===== src/stvg_pkg.sv =====
// Shared types, constants and helpers of the sphere tile vertex generator.
`timescale 1ns / 1ps
package stvg_pkg;

	localparam int IDX_W   = 8;
	localparam int CNT_W   = 8;
	localparam int ANGLE_W = 16;
	localparam int COORD_W = 16;
	localparam int ROM_W   = 15;

	localparam int SINE_TABLE_DEPTH_DEF = 256;
	localparam int MAX_DIVISIONS        = 255;

	localparam logic [CNT_W-1:0] MIN_RINGS    = 8'd2;
	localparam logic [CNT_W-1:0] MIN_SEGMENTS = 8'd3;

	localparam int CFG_IDX_W = 8;
	localparam logic [CFG_IDX_W-1:0] CFG_RING_COUNT    = 8'd0;
	localparam logic [CFG_IDX_W-1:0] CFG_SEGMENT_COUNT = 8'd1;

	// reciprocal of the doubled count, scaled by 2^RECIP_SHIFT
	localparam int RECIP_SHIFT = 25;
	localparam int RECIP_W     = 24;
	localparam int DIV_W       = CNT_W + 1;
	localparam int NUM_W       = 25;
	localparam int QUO_W       = 17;

	localparam logic [RECIP_W-1:0] RECIP_PHI_RST =
		RECIP_W'((64'd1 << RECIP_SHIFT) / (2 * 2));
	localparam logic [RECIP_W-1:0] RECIP_THETA_RST =
		RECIP_W'((64'd1 << RECIP_SHIFT) / (2 * 3));

	localparam logic [63:0] PI_Q30 = 64'd3373259426;
	localparam logic [ANGLE_W-1:0] QUARTER_TURN = 16'h4000;

	// vertex order TL, BL, BR, TR, TL, BR; bit k belongs to vertex k
	localparam int VTX_PER_TILE = 6;
	localparam int VTX_CNT_W    = 3;
	localparam logic [VTX_PER_TILE-1:0] CORNER_BOT   = 6'b100110;
	localparam logic [VTX_PER_TILE-1:0] CORNER_RIGHT = 6'b101100;
	localparam logic [VTX_CNT_W-1:0] LAST_VTX = 3'd5;

	typedef struct packed {
		logic [IDX_W-1:0] ring_index;
		logic [IDX_W-1:0] segment_index;
	} tile_t;

	typedef struct packed {
		logic signed [COORD_W-1:0] pos_x;
		logic signed [COORD_W-1:0] pos_y;
		logic signed [COORD_W-1:0] pos_z;
		logic signed [COORD_W-1:0] norm_x;
		logic signed [COORD_W-1:0] norm_y;
		logic signed [COORD_W-1:0] norm_z;
		logic                      last_vertex;
	} vertex_t;

	typedef struct packed {
		logic [CNT_W-1:0]   rings;
		logic [CNT_W-1:0]   segments;
		logic [RECIP_W-1:0] recip_phi;
		logic [RECIP_W-1:0] recip_theta;
	} cfg_t;

	typedef struct packed {
		logic [IDX_W-1:0] phi_k;
		logic [IDX_W-1:0] theta_k;
		logic             last;
	} vtx_req_t;

	typedef enum logic {
		SEQ_IDLE,
		SEQ_ISSUE
	} seq_state_t;

	typedef enum logic {
		DIV_IDLE,
		DIV_RUN
	} div_state_t;

	function automatic logic [CNT_W-1:0] eff_count(input logic [CNT_W-1:0] value,
		input logic [CNT_W-1:0] floor_v);
		logic [CNT_W-1:0] r;
		r = value;
		if (value < floor_v) begin
			r = floor_v;
		end
		if (r > CNT_W'(MAX_DIVISIONS)) begin
			r = CNT_W'(MAX_DIVISIONS);
		end
		return r;
	endfunction

endpackage


===== src/stvg_recip_div.sv =====
// Bit-serial divider that forms 2^RECIP_SHIFT / divisor after a count write.
`timescale 1ns / 1ps
module stvg_recip_div (
	input  logic                          clk,
	input  logic                          arst_n,
	input  logic                          start,
	input  logic [stvg_pkg::DIV_W-1:0]    divisor,
	output logic                          busy,
	output logic                          done,
	output logic [stvg_pkg::RECIP_W-1:0]  quotient
);

	localparam int STEPS  = stvg_pkg::RECIP_SHIFT + 1;
	localparam int STEP_W = $clog2(STEPS);

	stvg_pkg::div_state_t state_q, state_nx;
	logic [STEP_W-1:0]            step_q;
	logic                         done_q;
	logic [stvg_pkg::DIV_W-1:0]   dvs_q;
	logic [stvg_pkg::DIV_W-1:0]   rem_q;
	logic [stvg_pkg::RECIP_W-1:0] quo_q;

	logic                         num_bit;
	logic [stvg_pkg::DIV_W:0]     rem_sh;
	logic                         ge;
	logic [stvg_pkg::DIV_W:0]     rem_diff;
	logic [stvg_pkg::DIV_W-1:0]   rem_nx;

	// the dividend is a single one at bit RECIP_SHIFT
	assign num_bit  = (step_q == STEP_W'(stvg_pkg::RECIP_SHIFT));
	assign rem_sh   = {rem_q, num_bit};
	assign ge       = (rem_sh >= {1'b0, dvs_q});
	assign rem_diff = rem_sh - {1'b0, dvs_q};
	assign rem_nx   = ge ? rem_diff[stvg_pkg::DIV_W-1:0] : rem_sh[stvg_pkg::DIV_W-1:0];

	always_comb begin
		state_nx = state_q;
		case (state_q)
			stvg_pkg::DIV_IDLE: begin
				if (start) begin
					state_nx = stvg_pkg::DIV_RUN;
				end
			end
			stvg_pkg::DIV_RUN: begin
				if (step_q == '0) begin
					state_nx = stvg_pkg::DIV_IDLE;
				end
			end
			default: state_nx = stvg_pkg::DIV_IDLE;
		endcase
	end

	always_comb begin
		busy     = (state_q == stvg_pkg::DIV_RUN) || done_q;
		done     = done_q;
		quotient = quo_q;
	end

	always_ff @(posedge clk or negedge arst_n) begin
		if (!arst_n) begin
			state_q <= stvg_pkg::DIV_IDLE;
			step_q  <= '0;
			done_q  <= 1'b0;
		end else begin
			state_q <= state_nx;
			done_q  <= (state_q == stvg_pkg::DIV_RUN) && (step_q == '0);
			if (state_q == stvg_pkg::DIV_IDLE && start) begin
				step_q <= STEP_W'(stvg_pkg::RECIP_SHIFT);
			end else if (state_q == stvg_pkg::DIV_RUN && step_q != '0) begin
				step_q <= step_q - 1'b1;
			end
		end
	end

	always_ff @(posedge clk) begin
		if (state_q == stvg_pkg::DIV_IDLE && start) begin
			dvs_q <= divisor;
			rem_q <= '0;
			quo_q <= '0;
		end else if (state_q == stvg_pkg::DIV_RUN) begin
			rem_q <= rem_nx;
			quo_q <= {quo_q[stvg_pkg::RECIP_W-2:0], ge};
		end
	end

endmodule


===== config.mk =====
export PLATFORM = sky130hd
export DESIGN_NAME = stvg_recip_div
export DESIGN_NICKNAME = d
export VERILOG_FILES = /design/src/stvg_pkg.sv /design/src/stvg_recip_div.sv
export SDC_FILE = /design/constraint.sdc
export NUM_CORES = 1
export LEC_CHECK = 0
export BUFFER_PORTS_ARGS = -buffer_cell sky130_fd_sc_hd__buf_2
export CORE_MARGIN = 2
export CORE_UTILIZATION = 55
export DETAILED_ROUTE_END_ITERATION = 10
export GPL_TIMING_DRIVEN = 0
export PLACE_DENSITY = 0.78
export SETUP_SLACK_MARGIN = 0.4
export SLEW_MARGIN = 20
export SYNTH_ARGS = -nofsm -noshare
export SYNTH_HDL_FRONTEND = slang
export SYNTH_SLANG_ARGS = --single-unit
export TNS_END_PERCENT = 20

===== constraint.sdc =====
create_clock -name clk -period 5.8 [get_ports clk]
set_clock_uncertainty 0.1 [all_clocks]
set_input_delay 0.87 -clock clk [delete_from_list [all_inputs] [get_ports clk]]
set_output_delay 0.87 -clock clk [all_outputs]
set_load 0.05 [all_outputs]

== Yosys cells after proc, flatten, opt, wreduce, memory -nomap -nowiden ==
Cells that the tools add are included.
Widths: inputs -> output; s select.

* Bits in registers: 49
* Bits of input ports: 12
* Output and inout bits: 26
* Word-level logic and storage cells: 24

* $add $sub $neg: 2
* $lt $le $gt $ge: 1
* Eq/ne operators: 1
* Mux-type cells: 6
* Bitwise logic cells: 1
* Reduce and logical (&&, ||, !) cells: 7

{| class="wikitable"
|+ Operators by type and width
! kind !! number
|-
| $ge 10x9->1 || 1
|-
| $mux 5 || 2
|-
| $mux 9 || 1
|-
| $sub 9x9->9 || 1
|-
| $eq 5x5->1 const B || 1
|-
| $logic_not 5->1 || 1
|-
| $reduce_bool 5->1 || 1
|-
| $sub 5x1->5 const B || 1
|-
| $logic_and 1x1->1 || 3
|-
| $mux 1 || 2
|-
| $pmux 1 s2 || 1
|-
| $reduce_bool 2->1 || 1
|-
| $logic_or 1x1->1 || 1
|-
| $not 1->1 || 1
|}

== Logic depth before layout (Yosys ltp) ==
Gate-level depths: netlist of the first run.

* Depth after elaboration: 4
* Gate-level depth with buffers: 12
* Gate-level depth less buffers: 11

== Worst setup path after synthesis of the first run ==
Ideal clock, no wire load.

* Path type: register -> register
* Start: register step_q[0]
* End: register rem_q[1] (netlist bit)
* Library setup time: 0.130 ns
* Data arrival time: 2.455 ns
* Required time: 5.570 ns
* Slack: 3.116 ns
* Cell stages (with the launch flop): 12
* Path buffers: 1
* Period minus slack after synthesis: 2.684 ns
* Path through: dfrtp_1 ha_1 nand4b_1 ha_1 inv_1 fa_1 a211oi_4 o31ai_4 a211oi_4 buf_6 mux2i_1 o22ai_1

* Cells in the longest elaborated chain, start to end: 3
* Elaborated cells between the ends (all ways): 4
* Those cells by class: add/sub: 1; order compare: 1; eq/ne: 1; mux: 1

{| class="wikitable"
|+ RTL lines
! element !! RTL line !! source
|-
| start: declaration || stvg_recip_div.sv:17 || <nowiki>logic [STEP_W-1:0] step_q;</nowiki>
|-
| start signal: assignment || stvg_recip_div.sv:68 || <nowiki>step_q <= STEP_W'(stvg_pkg::RECIP_SHIFT);</nowiki>
|-
| start signal: assignment || stvg_recip_div.sv:70 || <nowiki>step_q <= step_q - 1'b1;</nowiki>
|-
| $eq 5x5->1 * || stvg_recip_div.sv:30 || <nowiki>assign num_bit = (step_q == STEP_W'(stvg_pkg::RECIP_SHIFT));</nowiki>
|-
| $sub 9x9->9 / $ge 10x9->1 (equally long branches) || stvg_recip_div.sv:33, stvg_recip_div.sv:32 ||
|-
| $mux 9 * || stvg_recip_div.sv:34 || <nowiki>assign rem_nx = ge ? rem_diff[stvg_pkg::DIV_W-1:0] : rem_sh[stvg_pkg::DIV_W-1:0];</nowiki>
|-
| end signal: assignment || stvg_recip_div.sv:81 || <nowiki>rem_q <= rem_nx;</nowiki>
|-
| end: declaration || stvg_recip_div.sv:20 || <nowiki>logic [stvg_pkg::DIV_W-1:0] rem_q;</nowiki>
|}

Mark *: on every way between the ends. The rest lies on a longest branch, timed or not.
A chain may end at the register's enable or synchronous reset.

== Worst setup path in the final report of the first run ==
* Start: register step_q[1]
* End: register rem_q[3] (netlist bit)

The elaborated chain is that of the path after synthesis.

==> results of run 1 <==
kinds of logic (layout without fill, tap and decap cells):
family / Yosys count / after routing / synth area share [%]
XOR/XNOR: 8 / 8 / 3.06
flip-flops: 49 / 49 / 48.3
AND/OR/NAND/NOR: 87 / 87 / 16.5
adder cells (fa/ha/maj): 13 / 13 / 7.43
AO/OA/AOI/OAI: 56 / 56 / 17.1
multiplexers: 5 / 5 / 2.24
buffers and inverters: 26 / 71 / 5.35
cells in the final DEF (no fill, tap or decap), types with 5 or more instances in the layout:
cell,count
buf_2,38
clkbuf_1,5
clkbuf_8,5
dfrtp_1,7
dfxtp_1,33
edfxtp_1,9
ha_1,12
inv_1,14
nand2_1,57
nor2_1,9
o21ai_0,25
o22ai_1,5
xor2_1,5
cell type report:
| cell class | instances | share of cell area (%) |
|---|---|---|
| sequential | 49 | 41.8 |
| multi-input combinational | 169 | 40.1 |
| timing repair buffer | 37 | 7.00 |
| clock buffer | 6 | 3.55 |
| buffer | 11 | 2.51 |
| tap | 50 | 2.36 |
| inverter | 15 | 2.13 |
| clock inverter | 2 | 0.520 |
where the power goes:
group | leakage [nW] | internal, W | switching [W]
Combinational | 0.713 | 0.000314 | 0.000591
Sequential | 0.436 | 0.000478 | 0.0000955
Clock | 0.0567 | 0.000112 | 0.000117
worst max-delay path, delay by kind of cell (launching register included):
kind,cells,cell delay [ns]
AOI/OAI and AO/OA,4,0.92
adders and majority gates,3,0.80
DFF,1,0.39
buffers and inverters,3,0.35
muxes,1,0.23
and+or+nand+nor,1,0.12
path summary, 6_finish.rpt:
kind / slack (ns) / to / depth (start not counted) / from
worst max-delay path: 2.78 / rem_q[3]$_SDFFE_PP0P_ / 12 / step_q[1]$_DFFE_PN0P_
worst min-delay path: 0.28 / done$_DFF_PN0_ / 1 / arst_n
worst max register to register: 2.78 / rem_q[3]$_SDFFE_PP0P_ / 12 / step_q[1]$_DFFE_PN0P_
worst min register to register: 0.37 / quotient[21]$_SDFFE_PP0P_ / 2 / quotient[20]$_SDFFE_PP0P_
max in group asynchronous: 5.17 / step_q[4]$_DFFE_PN0P_ / 1 / arst_n
min in group clk: 0.37 / quotient[21]$_SDFFE_PP0P_ / 2 / quotient[20]$_SDFFE_PP0P_
state kept, by name (all words and copies together) (netlist names):
register	count
dvs_q	9
done	1
rem_q	9
quotient	24
state_q	1
step_q	5
per-stage QoR:
stage / worst slack [ns] / power [W] / util, % / area [µm²] / hold slack (ns)
after floorplan: 3.12 / 0.00129 / - / 2290 / 0.370
after global placement: 2.86 / 0.00146 / 63.5 / 2540 / 0.358
after detailed placement: 2.82 / 0.00148 / 63.5 / 2540 / 0.361
after CTS: 2.80 / 0.00171 / 66.2 / 2650 / 0.274
after global routing: 2.61 / 0.00183 / 66.2 / 2650 / 0.279
final: 2.78 / 0.00171 / 66.2 / 2650 / 0.277
routing by layer:
layer | track usage [%] | vias up | wire length, µm
li1 | - | 927 | -
met1 | 27.7 | 884 | 2100
met2 | 33.7 | 32 | 2190
met3 | 4.87 | 9 | 143
met4 | 9.50 | 0 | 93
met5 | 0 | - | 0
==> flow_summary.json, run 1 <==
{
  "core_um2": 4000,
  "ys_warn_count": 0,
  "p_leak_nw": 1.21,
  "drtIter0Drc": 119,
  "grt_overflow_total": 0,
  "dr.pass1.iters": 4,
  "synth_seq_area_share_pct": 48.3,
  "drtAntennaViolNets": 0,
  "numPortBuffers": 37,
  "synth_edf_count": 9,
  "drc_errors": 0,
  "relSlewSlack_pct": 67.9,
  "tightestPinTransition_ns": 0.476,
  "wire_per_inst_um": 13.4,
  "cts_setup_buffers": 0,
  "synthArstFlopShare_pct": 14.3,
  "die-area_um2": 4700,
  "dp_cells": 331,
  "synthTopCellsByCount": "57 x nand2_1, 33 x dfxtp_1, 25 x o21ai_0",
  "yosys.cell_count.top_type": "nand2_1",
  "critPathMaxFanout": 10,
  "seq_area_um2": 1110,
  "cts_buffers": 5,
  "synth_area_leader_cell": "dfxtp_1",
  "htreeDepth": 2,
  "num_rows": 23,
  "grt_pass1_wl_um": 7360,
  "status": "finished, final reports clean",
  "nNetsFinal": 313,
  "critPathLaunchType": "flip-flop",
  "slowest_stage": "fa_1",
  "synthCells": 244,
  "antenna_found_initial": 0,
  "cpPeakStageDelay_ns": 0.44,
  "insertion_delay_ns": 0.31,
  "hold_viol_final": 0,
  "postSynthAreaPerCell_um2": 9.39,
  "arrival_ns": 3.10,
  "track_usage_pct": 21.2,
  "rsz0062_at_grt": "no",
  "slew_violations": 0,
  "ir_worst_vdd_mv": 0.299,
  "grt_max_degree": 17,
  "grt_pass1_vias": 1650,
  "drv_cap": 0,
  "end_kind": "flip-flop",
  "via_per_inst": 5.46,
  "tritoncts": "yes",
  "final_layout_size_suffix_gt1_share_pct": 19.7,
  "synthDistinctLibCells": 45,
  "ctsResizeCount": 0,
  "yosys-top-cells-area": "dfxtp_1 29%, edfxtp_1 12%, nand2_1 9.3%",
  "multiInputGateArea_um2": 1060,
  "synth_top_area_share_pct": 28.8,
  "fin_tns_setup_ns": 0,
  "ios": 38,
  "finalWirelength_um": 4530,
  "ctsHoldBuffers": 0,
  "cts.sinks": 49,
  "synth_seq_cells": 49,
  "cts_max_path_buffers": 2,
  "routabilityCongestion": 0.781,
  "insertedDiodeCount": 0,
  "crit_type": "flip-flop to flip-flop",
  "syn-num-nets": 269,
  "root_buffer": "clkbuf_8",
  "vias": 1852,
  "initial_core_util_pct": 57.3,
  "finalSetupViolCount": 0,
  "synth-main-ff-cell": "dfxtp_1",
  "hp-class": "primary input to async pin",
  "netlist_area_um2": 2290,
  "required_ns": 5.88,
  "fmax_mhz": 331,
  "powerDensity_nw_per_um2": 645,
  "final-instance-count-excl-fill": 339,
  "finalCritPeriodShare_pct": 52.1,
  "fillers": 324,
  "die_height_um": 68.5,
  "place_hpwl_um": 3320,
  "period_needed_ns": 3.02,
  "area_delta_synth_final_pct": 15.5,
  "fp.dieW_um": 68.5,
  "clk_pin_slew_ns": 0.09,
  "crit_chain": "inv_1 > ha_1 > nand4b_1 > ha_1 > inv_1 > fa_1 > a211oi_4 > o31ai_4 > a211oi_4 > buf_6 > mux2i_1 > o22ai_1"
}
Note: power is estimated with default switching activity, not from simulation.
==> run 2, diff against run 1 <==
clock period = 2.92 ns   (was 5.8 ns; I/O delays follow)
==> flow_summary.json, run 2 (synthesized netlist as in run 1, its figures left out) <==
{
  "crit_type": "flip-flop to flip-flop",
  "p_leak_nw": 1.25,
  "powerDensity_nw_per_um2": 1280,
  "finalWirelength_um": 4780,
  "fmax_mhz": 358,
  "hp-class": "primary input to flip-flop",
  "track_usage_pct": 21.6,
  "grt_use_met1_pct": 26.9,
  "cts_max_path_buffers": 2,
  "fillers": 345,
  "multiInputGateArea_um2": 1070,
  "layout_common_cells": "57 x nand2_1, 38 x buf_2, 33 x dfxtp_1",
  "period_needed_ns": 2.79,
  "tritoncts": "yes",
  "status": "finished, final reports clean",
  "seq_area_um2": 1110,
  "drc_errors": 0,
  "die-area_um2": 4700,
  "finalCritPeriodShare_pct": 95.6,
  "grt_pass1_wl_um": 7370,
  "initial_core_util_pct": 57.3,
  "slew_violations": 0,
  "nNetsFinal": 324,
  "largest_register_ff_count": 24,
  "vias": 1892,
  "finalSetupViolCount": 0,
  "cts_buffers": 5,
  "wire_per_inst_um": 13.6,
  "grt_use_met3_pct": 5.19,
  "tightestPinTransition_ns": 0.499,
  "gr-max-usage-layer": "met2",
  "final_common_cell": "nand2_1",
  "cts.sinks": 49,
  "finalPower_w": 0.00351,
  "via_per_inst": 5.41,
  "critPathMaxFanout": 5,
  "area_delta_synth_final_pct": 19.3,
  "clk_pin_slew_ns": 0.10,
  "grt_use_met2_pct": 35.7,
  "grt_pass1_vias": 1661,
  "grt_overflow_total": 0,
  "ir_worst_vdd_mv": 0.679,
  "drv_cap": 0,
  "rsz0062_at_grt": "yes",
  "critPathLaunchType": "flip-flop",
  "fp.dieW_um": 68.5,
  "core_um2": 4000,
  "ios": 38,
  "final_layout_size_suffix_gt1_share_pct": 24.0,
  "antenna_found_initial": 0,
  "arrival_ns": 2.87,
  "hold-worst-slack_ns": 0.202,
  "htreeDepth": 2,
  "numPortBuffers": 37,
  "required_ns": 3.00,
  "final-instance-count-excl-fill": 350,
  "dr.pass1.iters": 4,
  "relSlewSlack_pct": 66.7,
  "dp_cells": 331,
  "grt_max_degree": 17,
  "end_kind": "flip-flop",
  "die_height_um": 68.5,
  "insertion_delay_ns": 0.31,
  "drtIter0Drc": 76,
  "routabilityCongestion": 0.822,
  "place_hpwl_um": 3230,
  "insertedDiodeCount": 0,
  "num_rows": 23,
  "drtAntennaViolNets": 0,
  "hold_viol_final": 0,
  "fin_tns_setup_ns": 0,
  "root_buffer": "clkbuf_8"
}
## run 2: area by class of cell
| type | instances | share of cell area [%] |
|---|---|---|
| sequential | 49 | 40.5 |
| multi-input combinational | 169 | 39.1 |
| timing repair buffer | 48 | 10.3 |
| clock buffer | 5 | 2.52 |
| buffer | 11 | 2.43 |
| tap | 50 | 2.29 |
| inverter | 15 | 2.06 |
| clock inverter | 3 | 0.733 |
## run 2: stage by stage
step                      instance area, µm²  setup slack (ns)  util [%]
final                                   2730             0.128      68.3
after global routing                    2730           0.00695      68.3
after CTS                               2700             0.106      67.6
after detailed placement                2540            0.0361      63.5
after global placement                  2540            0.0847      63.5
after floorplan                         2290             0.299         -
## run 2: power breakdown
group	total (W)	switching (W)	internal, W
Sequential	0.00114	0.000190	0.000949
Combinational	0.00196	0.00122	0.000741
Clock	0.000407	0.000236	0.000171
## run 2: repair_timing
item	CTS	global route
pin swaps	7	3
hold buffers	1	0
endpoints found under the setup margin	10	10
resized for setup	4	0
hold endpoints to repair	7	0
buffers inserted	6	4
## run 2: worst paths after layout
| check | start | to | slack, ns | depth (start not counted) |
|---|---|---|---|---|
| max | step_q[1]$_DFFE_PN0P_ | rem_q[1]$_SDFFE_PP0P_ | 0.13 | 12 |
| min in group asynchronous | arst_n | step_q[1]$_DFFE_PN0P_ | 0.37 | 2 |
| min | divisor[0] | dvs_q[0]$_DFFE_PP_ | 0.20 | 1 |
| max in group asynchronous | arst_n | step_q[2]$_DFFE_PN0P_ | 2.18 | 2 |
| min reg2reg | quotient[5]$_SDFFE_PP0P_ | quotient[5]$_SDFFE_PP0P_ | 0.38 | 2 |
| max reg2reg | step_q[1]$_DFFE_PN0P_ | rem_q[1]$_SDFFE_PP0P_ | 0.13 | 12 |
## run 2: routing by layer
metal  wire, µm  up-vias
met3        222       10
met5          0        -
met2       2320       41
li1           -      949
met1       2150      892
met4         76        0
## run 2: worst max-delay path: stages, from the launching register on
cell and delay [ns]:
dfrtp_1 0.37, inv_2 0.05, ha_2 0.17, nand4b_1 0.13, ha_2 0.20, inv_2 0.04
fa_2 0.36, a211oi_4 0.32, o31ai_4 0.10, a211oi_4 0.33, buf_6 0.19, mux2i_1 0.22
o22ai_1 0.08
