**config.mk**
```make
export PLATFORM = sky130hd
export DESIGN_NAME = stvg_tile_seq
export DESIGN_NICKNAME = d
export VERILOG_FILES = /design/src/stvg_pkg.sv /design/src/stvg_tile_seq.sv
export SDC_FILE = /design/constraint.sdc
export NUM_CORES = 1
export LEC_CHECK = 0
export BUFFER_PORTS_ARGS = -buffer_cell sky130_fd_sc_hd__buf_2
export CORE_ASPECT_RATIO = 2
export CORE_MARGIN = 2
export CORE_UTILIZATION = 35
export DETAILED_ROUTE_END_ITERATION = 12
export GPL_TIMING_DRIVEN = 0
export PLACE_DENSITY = 0.71
export SYNTH_ARGS = -nofsm -noshare
export SYNTH_HDL_FRONTEND = slang
export SYNTH_SLANG_ARGS = --single-unit
```
**constraint.sdc**
```tcl
create_clock -name clk -period 4.45 [get_ports clk]
set_input_delay 0.89 -clock clk [delete_from_list [all_inputs] [get_ports clk]]
set_output_delay 0.89 -clock clk [all_outputs]
set_load 0.1 [all_outputs]
```
**src/stvg_pkg.sv**
```systemverilog
// Shared types, constants and helpers of the sphere tile vertex generator.
`timescale 1ns / 1ps
package stvg_pkg;

	localparam int IDX_W   = 8;
	localparam int CNT_W   = 8;
	localparam int ANGLE_W = 16;
	localparam int COORD_W = 16;
	localparam int ROM_W   = 15;

	localparam int SINE_TABLE_DEPTH_DEF = 256;
	localparam int MAX_DIVISIONS        = 255;

	localparam logic [CNT_W-1:0] MIN_RINGS    = 8'd2;
	localparam logic [CNT_W-1:0] MIN_SEGMENTS = 8'd3;

	localparam int CFG_IDX_W = 8;
	localparam logic [CFG_IDX_W-1:0] CFG_RING_COUNT    = 8'd0;
	localparam logic [CFG_IDX_W-1:0] CFG_SEGMENT_COUNT = 8'd1;

	// reciprocal of the doubled count, scaled by 2^RECIP_SHIFT
	localparam int RECIP_SHIFT = 25;
	localparam int RECIP_W     = 24;
	localparam int DIV_W       = CNT_W + 1;
	localparam int NUM_W       = 25;
	localparam int QUO_W       = 17;

	localparam logic [RECIP_W-1:0] RECIP_PHI_RST =
		RECIP_W'((64'd1 << RECIP_SHIFT) / (2 * 2));
	localparam logic [RECIP_W-1:0] RECIP_THETA_RST =
		RECIP_W'((64'd1 << RECIP_SHIFT) / (2 * 3));

	localparam logic [63:0] PI_Q30 = 64'd3373259426;
	localparam logic [ANGLE_W-1:0] QUARTER_TURN = 16'h4000;

	// vertex order TL, BL, BR, TR, TL, BR; bit k belongs to vertex k
	localparam int VTX_PER_TILE = 6;
	localparam int VTX_CNT_W    = 3;
	localparam logic [VTX_PER_TILE-1:0] CORNER_BOT   = 6'b100110;
	localparam logic [VTX_PER_TILE-1:0] CORNER_RIGHT = 6'b101100;
	localparam logic [VTX_CNT_W-1:0] LAST_VTX = 3'd5;

	typedef struct packed {
		logic [IDX_W-1:0] ring_index;
		logic [IDX_W-1:0] segment_index;
	} tile_t;

	typedef struct packed {
		logic signed [COORD_W-1:0] pos_x;
		logic signed [COORD_W-1:0] pos_y;
		logic signed [COORD_W-1:0] pos_z;
		logic signed [COORD_W-1:0] norm_x;
		logic signed [COORD_W-1:0] norm_y;
		logic signed [COORD_W-1:0] norm_z;
		logic                      last_vertex;
	} vertex_t;

	typedef struct packed {
		logic [CNT_W-1:0]   rings;
		logic [CNT_W-1:0]   segments;
		logic [RECIP_W-1:0] recip_phi;
		logic [RECIP_W-1:0] recip_theta;
	} cfg_t;

	typedef struct packed {
		logic [IDX_W-1:0] phi_k;
		logic [IDX_W-1:0] theta_k;
		logic             last;
	} vtx_req_t;

	typedef enum logic {
		SEQ_IDLE,
		SEQ_ISSUE
	} seq_state_t;

	typedef enum logic {
		DIV_IDLE,
		DIV_RUN
	} div_state_t;

	function automatic logic [CNT_W-1:0] eff_count(input logic [CNT_W-1:0] value,
		input logic [CNT_W-1:0] floor_v);
		logic [CNT_W-1:0] r;
		r = value;
		if (value < floor_v) begin
			r = floor_v;
		end
		if (r > CNT_W'(MAX_DIVISIONS)) begin
			r = CNT_W'(MAX_DIVISIONS);
		end
		return r;
	endfunction

endpackage

```
**src/stvg_tile_seq.sv**
```systemverilog
// Tile request capture and six-vertex issue sequencer.
`timescale 1ns / 1ps
module stvg_tile_seq (
	input  logic                clk,
	input  logic                arst_n,
	input  logic                in_valid,
	output logic                in_stall,
	input  stvg_pkg::tile_t     tile_req,
	input  logic                hold,
	input  stvg_pkg::cfg_t      cfg,
	output logic                vtx_valid,
	input  logic                vtx_ready,
	output stvg_pkg::vtx_req_t  vtx
);

	stvg_pkg::seq_state_t state_q, state_nx;
	logic [stvg_pkg::VTX_CNT_W-1:0] cnt_q;
	logic [stvg_pkg::IDX_W-1:0]     ring_q;
	logic [stvg_pkg::IDX_W-1:0]     seg_q;

	logic                           issue_last;
	logic                           accept;
	logic [stvg_pkg::IDX_W-1:0]     ring_max;
	logic [stvg_pkg::IDX_W-1:0]     seg_max;

	assign issue_last = (state_q == stvg_pkg::SEQ_ISSUE) && (cnt_q == stvg_pkg::LAST_VTX)
		&& vtx_ready;
	assign accept     = in_valid && !in_stall;
	assign ring_max   = cfg.rings - 1'b1;
	assign seg_max    = cfg.segments - 1'b1;

	always_comb begin
		state_nx = state_q;
		case (state_q)
			stvg_pkg::SEQ_IDLE: begin
				if (accept) begin
					state_nx = stvg_pkg::SEQ_ISSUE;
				end
			end
			stvg_pkg::SEQ_ISSUE: begin
				if (issue_last && !accept) begin
					state_nx = stvg_pkg::SEQ_IDLE;
				end
			end
			default: state_nx = stvg_pkg::SEQ_IDLE;
		endcase
	end

	// take the next request in the cycle the sixth vertex leaves, unless hold is set
	always_comb begin
		in_stall    = hold || ((state_q == stvg_pkg::SEQ_ISSUE) && !issue_last);
		vtx_valid   = (state_q == stvg_pkg::SEQ_ISSUE);
		vtx.phi_k   = ring_q + stvg_pkg::IDX_W'(stvg_pkg::CORNER_BOT[cnt_q]);
		vtx.theta_k = seg_q + stvg_pkg::IDX_W'(stvg_pkg::CORNER_RIGHT[cnt_q]);
		vtx.last    = (cnt_q == stvg_pkg::LAST_VTX);
	end

	always_ff @(posedge clk or negedge arst_n) begin
		if (!arst_n) begin
			state_q <= stvg_pkg::SEQ_IDLE;
			cnt_q   <= '0;
		end else begin
			state_q <= state_nx;
			if (accept) begin
				cnt_q <= '0;
			end else if (state_q == stvg_pkg::SEQ_ISSUE && vtx_ready) begin
				cnt_q <= cnt_q + 1'b1;
			end
		end
	end

	// saturate out-of-range indices on capture
	always_ff @(posedge clk) begin
		if (accept) begin
			ring_q <= (tile_req.ring_index > ring_max) ? ring_max : tile_req.ring_index;
			seg_q  <= (tile_req.segment_index > seg_max) ? seg_max : tile_req.segment_index;
		end
	end

	a_idx_in_range: assert property (@(posedge clk) disable iff (!arst_n)
		(state_q == stvg_pkg::SEQ_ISSUE) |-> (ring_q < cfg.rings && seg_q < cfg.segments))
		else $error("captured tile index beyond the configured count");

endmodule

```
Word-level counts from Yosys, hierarchy flattened
Memories as Yosys holds them, arrays and structs flattened.
Cells that the tools add are included.

word-level totals
  bits in registers = 20
  bits in read-only memories = 16
  bits of input ports = 85
  output and inout port bits = 19
  memories kept = 2

memories
  memory           depth  width  read ports  clocked after Yosys merged registers in  wr ports  line                 text
  (no name shown)  8      1      1           0                                        0         stvg_tile_seq.sv:54  vtx.theta_k = seg_q + stvg_pkg::IDX_W'(stvg_pkg::CORNER_RIGHT[cnt_q]);
  (no name shown)  8      1      1           0                                        0         stvg_tile_seq.sv:53  vtx.phi_k = ring_q + stvg_pkg::IDX_W'(stvg_pkg::CORNER_BOT[cnt_q]);

cells by class
  add/sub/neg operators = 5
  $lt $le $gt $ge = 3
  equal/unequal tests = 1
  muxes and demuxes = 9
  bitwise gates (word level) = 1
  reduce and logical (&&, ||, !) cells = 11

operator list
  operator               number
  $add A8 B1 Y8          2
  $gt A8 B8 Y1           2
  $mux W8                2
  $sub A8 B1 Y8 const B  2
  $logic_and A1 B1 Y1    6
  $mux W3                2
  $lt A3 B4 Y1 const B   1
  $mux W1                4
  $add A3 B1 Y3 const B  1
  $eq A3 B3 Y1 const B   1
  $logic_not A1 Y1       3
  $pmux W1 S2            1
  $reduce_bool A2 Y1     1
  $logic_or A1 B1 Y1     1
  $not A1 Y1             1

Longest topological paths before layout
Gate-level depths: netlist (run 1).

  depth in word-level cells = 12
  gate-level depth with buffers = 10
  mapped depth without buffers = 10

Worst setup path before layout (run 1)
No wires, ideal clock.

  path type = register -> output
  start = register cnt_q[0] (netlist bit)
  end = output vtx[15] (netlist bit)
  arrival = 3069 ps
  required time = 3560 ps
  path slack = 491 ps
  stages on the path, launching flop included = 8
  path buffers = 0
  cells stage by stage = dfrtp_1 ha_1 o21ai_0 ha_1 ha_1 and3_1 nand3_1 xnor2_1

RTL lines
  what                    line                 text
  start, declared         stvg_tile_seq.sv:17  logic [stvg_pkg::VTX_CNT_W-1:0] cnt_q;
  start signal, assigned  stvg_tile_seq.sv:67  cnt_q <= cnt_q + 1'b1;
  end, declared           stvg_tile_seq.sv:13  output stvg_pkg::vtx_req_t vtx

==> impl_metrics.py, run 1 <==
metrics = {
    "synth": {
        "syn_inst": 172,
        "netlist_area_sq_um": 1750,
        "ys_ff_latch": 20,
        "synth-edff-count": 16,
        "syn-num-nets": 281,
        "synth_top_area_share_pct": 27.5,
        "yosysMostFrequentCell": "ha_1",
        "synth_largest_area_cell": "edfxtp_1",
        "yosys-top-cells-area": "edfxtp_1 (28%), ha_1 (17%), mux2i_1 (9.2%), xnor2_1 (8.0%), dfrtp_1 (5.7%)",
        "async_flop_share_pct": 20.0,
        "ys.warnings.count": 0,
        "post_synth.cell_area_avg_sq_um": 10.1,
        "yosysSeqAreaShare_pct": 33.3,
        "synth.distinct_cells": 28,
        "netlist_top_cells_count": "ha_1 (24), inv_1 (22), edfxtp_1 (16), mux2i_1 (16), xnor2_1 (16)",
        "synth_flop_cell": "edfxtp_1",
    },
    "worst_setup_path": {
        "critPathMaxStageDelay_ns": 0.44,
        "critical_path.max_fanout": 4,
        "path_depth": 8,
        "slowest_stage": "buf_2",
        "cp_num_buf_inv": 1,
        "cp.required_ns": 3.56,
        "critical_path_arrival_ns": 2.41,
        "cp-start-kind": "flip-flop",
        "cpMostUsedCell": "ha_1",
        "path_class": "reg -> out",
        "rr_worst_depth": 7,
        "crit_family": "adder cells",
        "crit_chain": "ha_1 > o21ai_0 > ha_1 > ha_1 > and3_1 > nand3_1 > xnor2_1 > buf_2",
        "end_kind": "primary output",
    },
    "global_route": {
        "antenna_found_initial": 0,
        "grt_pass1_wl_microns": 5240,
        "overflow": 0,
        "grt_pass1_vias": 1313,
        "grt_usage_pct": 12.2,
        "grt_start_max_net_pins": 21,
    },
    "finish": {
        "syn_to_final_growth_pct": 22.2,
        "nNetsFinal": 341,
        "drive_gt1_share_pct": 29.1,
        "final_core_util_pct": 44.3,
        "diodes": 0,
        "fill_cells": 491,
        "multi_input_area_sq_um": 1070,
        "seq_area_sq_um": 581,
    },
    "sta": {
        "fin_crit_ns": 3.30,
        "final.setup.tns_ns": 0,
        "setup_violations": 0,
        "worst_slew_pin_slew_ns": 0.489,
        "slew_headroom_pct": 67.6,
        "finalHoldViolCount": 0,
        "min_period_over_period_pct": 74.3,
        "finClkSkew_ns": 0.00413,
        "rsz0062_at_grt": "no",
        "finalMaxSlewViolations": 0,
        "max_freq_ghz": 0.303,
    },
    "hold_path": {
        "hp-class": "in -> async",
    },
    "routing": {
        "wl_met2_microns": 1840,
        "wl_microns": 3220,
        "wl_per_cell_microns": 11.2,
        "ant_nets": 0,
        "vias": 1403,
        "top_layer_used": "met4",
        "firstDrtPassIters": 4,
        "met3_length_microns": 176,
        "drc": 0,
        "viasPerCell": 4.89,
        "wl_met1_microns": 1150,
        "first_iter_violations": 8,
    },
    "pwr": {
        "p_seq_share_pct": 25.7,
        "p_clk_share_pct": 10.6,
        "max-vdd-ir-drop_mv": 0.348,
        "p_total_mw": 1.04,
        "p_per_area_nw_per_um2": 489,
        "switching_share_pct": 57.8,
        "internal_power_uw": 440,
        "pwr-share-comb_pct": 63.6,
        "p_leak_nw": 1.03,
        "power.net_switching_uw": 604,
    },
    "cts": {
        "post-cts-setup-buffer-count": 0,
        "cts_made_buffers": 3,
        "cts_tree": "done",
        "clock_latency_ns": 0.25,
        "clk_pin_slew_ns": 0.07,
        "cts.htree.levels": 1,
        "cts_hold_buffers": 0,
        "cts_resized": 0,
        "cts.sinks": 20,
        "cts_max_path_buffers": 2,
        "cts-root-buf": "clkbuf_8",
    },
    "floorplan": {
        "coreArea_sq_um": 4820,
        "die_height_microns": 104,
        "start_util_pct": 36.2,
        "die_x_microns": 53.9,
        "ios": 104,
        "dieArea_sq_um": 5600,
        "rows": 36,
    },
    "placed_design": {
        "place.gp.congestion": 0.789,
        "io_buffers": 55,
        "hpwl_microns": 2930,
    },
    "run_status": {
        "status": "finished, final reports clean",
    },
    "flow_run": {
        "max_cap_viol_count": 0,
    },
}
stage by stage:
step / worst slack [ns] / area (sq um) / instances / hold WS [ns]
global placement: 1.27 / 2090 / 284 / 0.532
CTS: 1.10 / 2130 / 287 / 0.428
global route: 0.994 / 2130 / 287 / 0.428
detailed placement: 1.23 / 2090 / 284 / 0.540
floorplan: 0.491 / 1750 / 172 / 0.506
finish: 1.15 / 2130 / 287 / 0.431
sequential cells by signal, summed over array words and instances, names as in the netlist:
register,count
seg_q,8
ring_q,8
vtx_valid,1
cnt_q,3
cells in the final DEF, fill, tap and decap left out:
master,n
nor2b_1,2
and3_1,3
edfxtp_1,16
nor3_1,1
nand4bb_1,1
a21oi_2,1
nor3b_2,1
nand3_1,6
nand2_1,10
and4_1,1
xor2_1,10
a21o_1,1
nor2_1,7
inv_1,22
ha_1,24
o21ai_0,4
xnor2_1,16
buf_4,1
mux2i_1,16
and2_1,2
dfrtp_1,4
a21oi_1,9
o211ai_1,2
buf_2,55
o22ai_4,2
nor3_2,3
clkbuf_8,3
nand4_1,5
nor3b_1,1
or2_2,1
metal layers:
layer	global-route usage [%]	vias to the layer above
li1	-	722
met1	13.0	641
met2	21.9	38
met3	1.01	2
met4	6.59	0
met5	0	-
power by group through the flow:
stage               registers, mW  logic [mW]  clock network (mW)
detailed placement          0.273       0.670                   0
global route                0.274       0.704               0.122
CTS                         0.269       0.673               0.115
global placement            0.271       0.665                   0
floorplan                   0.296       0.553                   0
finish                      0.269       0.664               0.111
area by class of cell:
class	count	area share [%]
Clock buffer	3	1.94
Buffer	1	0.352
Multi-Input combinational cell	129	50.4
Timing Repair Buffer	55	12.9
Inverter	22	3.87
Sequential cell	20	27.2
Tap cell	57	3.34
cell families after synthesis:
| logic type | after synthesis | share of synthesized area, % |
|---|---|---|
| fa+ha+maj | 24 | 17.2 |
| flops | 20 | 33.3 |
| mux | 16 | 9.18 |
| simple gates | 44 | 14.3 |
| xor+xnor | 26 | 13.0 |
| compound gates | 19 | 7.81 |
| buf+inv | 23 | 5.16 |
path summary, 6_finish.rpt:
| path | from | endpoint | slack, ns |
|---|---|---|---|
| setup / recovery | cnt_q[0]$_DFFE_PN0P_ | vtx[15] | 1.15 |
| hold / removal | arst_n | cnt_q[1]$_DFFE_PN0P_ | 0.43 |
| setup reg to reg | cnt_q[1]$_DFFE_PN0P_ | ring_q[7]$_DFFE_PP_ | 2.77 |
| hold reg to reg | cnt_q[1]$_DFFE_PN0P_ | cnt_q[1]$_DFFE_PN0P_ | 0.55 |
| max in group asynchronous | arst_n | cnt_q[0]$_DFFE_PN0P_ | 3.90 |
| min in group clk | cnt_q[1]$_DFFE_PN0P_ | cnt_q[1]$_DFFE_PN0P_ | 0.55 |
Power figures use the tool's default switching activity.
==> inputs of run 2 (changes only) <==
==> constraint.sdc (replaced) <==
create_clock -name clk -period 3.2 [get_ports clk]
set_input_delay 0.64 -clock clk [delete_from_list [all_inputs] [get_ports clk]]
set_output_delay 0.64 -clock clk [all_outputs]
set_load 0.1 [all_outputs]
==> impl_metrics.py, run 2 (synthesis gave the netlist of run 1 again) <==
metrics = {
    "global_route": {
        "antenna_found_initial": 0,
        "grt_pass1_wl_microns": 5300,
        "grt_usage_pct": 12.1,
        "grt_start_max_net_pins": 21,
        "overflow": 0,
        "grt_pass1_vias": 1361,
    },
    "pwr": {
        "pwr-share-comb_pct": 64.0,
        "p_per_area_nw_per_um2": 664,
        "max-vdd-ir-drop_mv": 0.668,
        "p_leak_nw": 1.08,
        "internal_power_uw": 626,
        "power.net_switching_uw": 845,
        "p_clk_share_pct": 10.2,
        "p_seq_share_pct": 25.7,
        "switching_share_pct": 57.5,
    },
    "placed_design": {
        "placed_area_sq_um": 2170,
        "hpwl_microns": 2810,
        "place.gp.congestion": 0.764,
        "io_buffers": 55,
    },
    "sta": {
        "slew_headroom_pct": 67.7,
        "finClkSkew_ns": 0.00211,
        "finalHoldViolCount": 0,
        "setup_violations": 0,
        "final.setup.tns_ns": 0,
        "fin_crit_ns": 3.03,
        "finalMaxSlewViolations": 0,
        "min_period_over_period_pct": 94.7,
        "max_freq_ghz": 0.330,
        "rsz0062_at_grt": "no",
        "worst_slew_pin_slew_ns": 0.488,
    },
    "floorplan": {
        "die_height_microns": 104,
        "coreArea_sq_um": 4820,
        "ios": 104,
        "start_util_pct": 36.2,
        "dieArea_sq_um": 5600,
        "rows": 36,
        "die_x_microns": 53.9,
    },
    "worst_setup_path": {
        "rr_worst_depth": 7,
        "path_class": "reg -> out",
        "crit_family": "adder cells",
        "cp-start-kind": "flip-flop",
        "critical_path.max_fanout": 4,
        "critical_path_arrival_ns": 2.39,
        "cpMostUsedCell": "ha_1",
        "end_kind": "primary output",
        "slowest_stage": "buf_2",
        "cp_num_buf_inv": 1,
        "crit_chain": "ha_1 > o21ai_0 > ha_1 > ha_1 > and3_2 > xor2_2 > buf_2",
        "path_depth": 7,
        "cp.required_ns": 2.56,
        "critPathMaxStageDelay_ns": 0.43,
    },
    "cts": {
        "cts.htree.levels": 1,
        "cts_tree": "done",
        "clock_latency_ns": 0.24,
        "cts_max_path_buffers": 2,
        "cts.sinks": 20,
        "post-cts-setup-buffer-count": 0,
        "cts_hold_buffers": 0,
        "cts_made_buffers": 3,
        "cts-root-buf": "clkbuf_8",
        "clk_pin_slew_ns": 0.06,
    },
    "finish": {
        "final_cell_mix": "buf_2 (54), ha_1 (24), inv_1 (22), mux2i_1 (16), edfxtp_1 (16)",
        "nNetsFinal": 341,
        "final_common_cell": "buf_2",
        "multi_input_area_sq_um": 1150,
        "drive_gt1_share_pct": 33.9,
        "syn_to_final_growth_pct": 27.0,
        "fin_area_sq_um": 2220,
        "fill_cells": 481,
        "diodes": 0,
        "seq_area_sq_um": 581,
        "reg_top3": "ring_q x8, seg_q x8, cnt_q x3",
    },
    "routing": {
        "firstDrtPassIters": 4,
        "drc": 0,
        "vias": 1390,
        "wl_per_cell_microns": 10.7,
        "first_iter_violations": 20,
        "viasPerCell": 4.84,
        "wl_microns": 3060,
        "ant_nets": 0,
    },
    "hold_path": {
        "hp-class": "in -> async",
    },
    "flow_run": {
        "max_cap_viol_count": 0,
    },
    "run_status": {
        "status": "finished, final reports clean",
    },
}
[run 2: cell counts in the layout (fill, tap and decap cells not counted)]
Identical to the previous run, type by type.
[run 2: layout make-up]
type                       instances  share of cell area [%]
clock buffer                       3                    1.86
inverter                          22                    3.73
buffer                             1                   0.339
sequential                        20                    26.2
multi-input combinational        129                    51.9
timing repair buffer              55                    12.7
tap                               57                    3.22
[run 2: final timing paths]
check / slack, ns / end / from
worst max-delay path: 0.17 / vtx[13] / cnt_q[0]$_DFFE_PN0P_
min in group clk: 0.56 / vtx_valid$_DFF_PN0_ / vtx_valid$_DFF_PN0_
worst min-delay path: 0.19 / cnt_q[1]$_DFFE_PN0P_ / arst_n
worst min register to register: 0.56 / vtx_valid$_DFF_PN0_ / vtx_valid$_DFF_PN0_
worst max register to register: 1.50 / ring_q[7]$_DFFE_PP_ / cnt_q[1]$_DFFE_PN0P_
max in group asynchronous: 2.89 / cnt_q[0]$_DFFE_PN0P_ / arst_n
[run 2: metal layers]
metal  track usage (%)  share of wire [%]  vias up  routed length (microns)
li1                  -                  -      716                        -
met1              13.4                 37      627                     1150
met2              22.1                 55       41                     1680
met3             0.431                5.1        6                      157
met4              5.49                2.6        0                       80
met5                 0                  0        -                        0
[run 2: power by group through the flow]
stage | clock network [mW] | logic [mW] | registers [mW]
floorplan | 0 | 0.781 | 0.415
global placement | 0 | 0.937 | 0.381
detailed placement | 0 | 0.945 | 0.384
CTS | 0.158 | 0.951 | 0.378
global route | 0.168 | 1.00 | 0.386
finish | 0.151 | 0.942 | 0.378
[run 2: stage by stage]
stage	hold slack (ns)	utilization (%)	power [mW]	instances	worst slack [ns]
2_1_floorplan	0.344	-	1.20	172	0.0343
3_3_place_gp	0.451	45.0	1.32	284	0.263
3_5_place_dp	0.454	45.0	1.33	284	0.227
4_1_cts	0.188	45.9	1.49	287	0.0831
5_1_grt	0.182	46.0	1.55	287	0.0203
6_report	0.190	46.0	1.47	287	0.170
[run 2: timing repair]
action,4_1_cts,5_1_grt
gates resized for setup,1,2
endpoints found under the setup margin,1,2
endpoints found under the hold margin,0,0
[run 2: worst register-to-register path, stage by stage, from the launching register on]
cell and delay, ns:
dfrtp_1 0.41, inv_1 0.08, ha_1 0.13, and2_1 0.13, nand2_1 0.07, a21oi_1 0.17
and2_1 0.15, buf_4 0.25
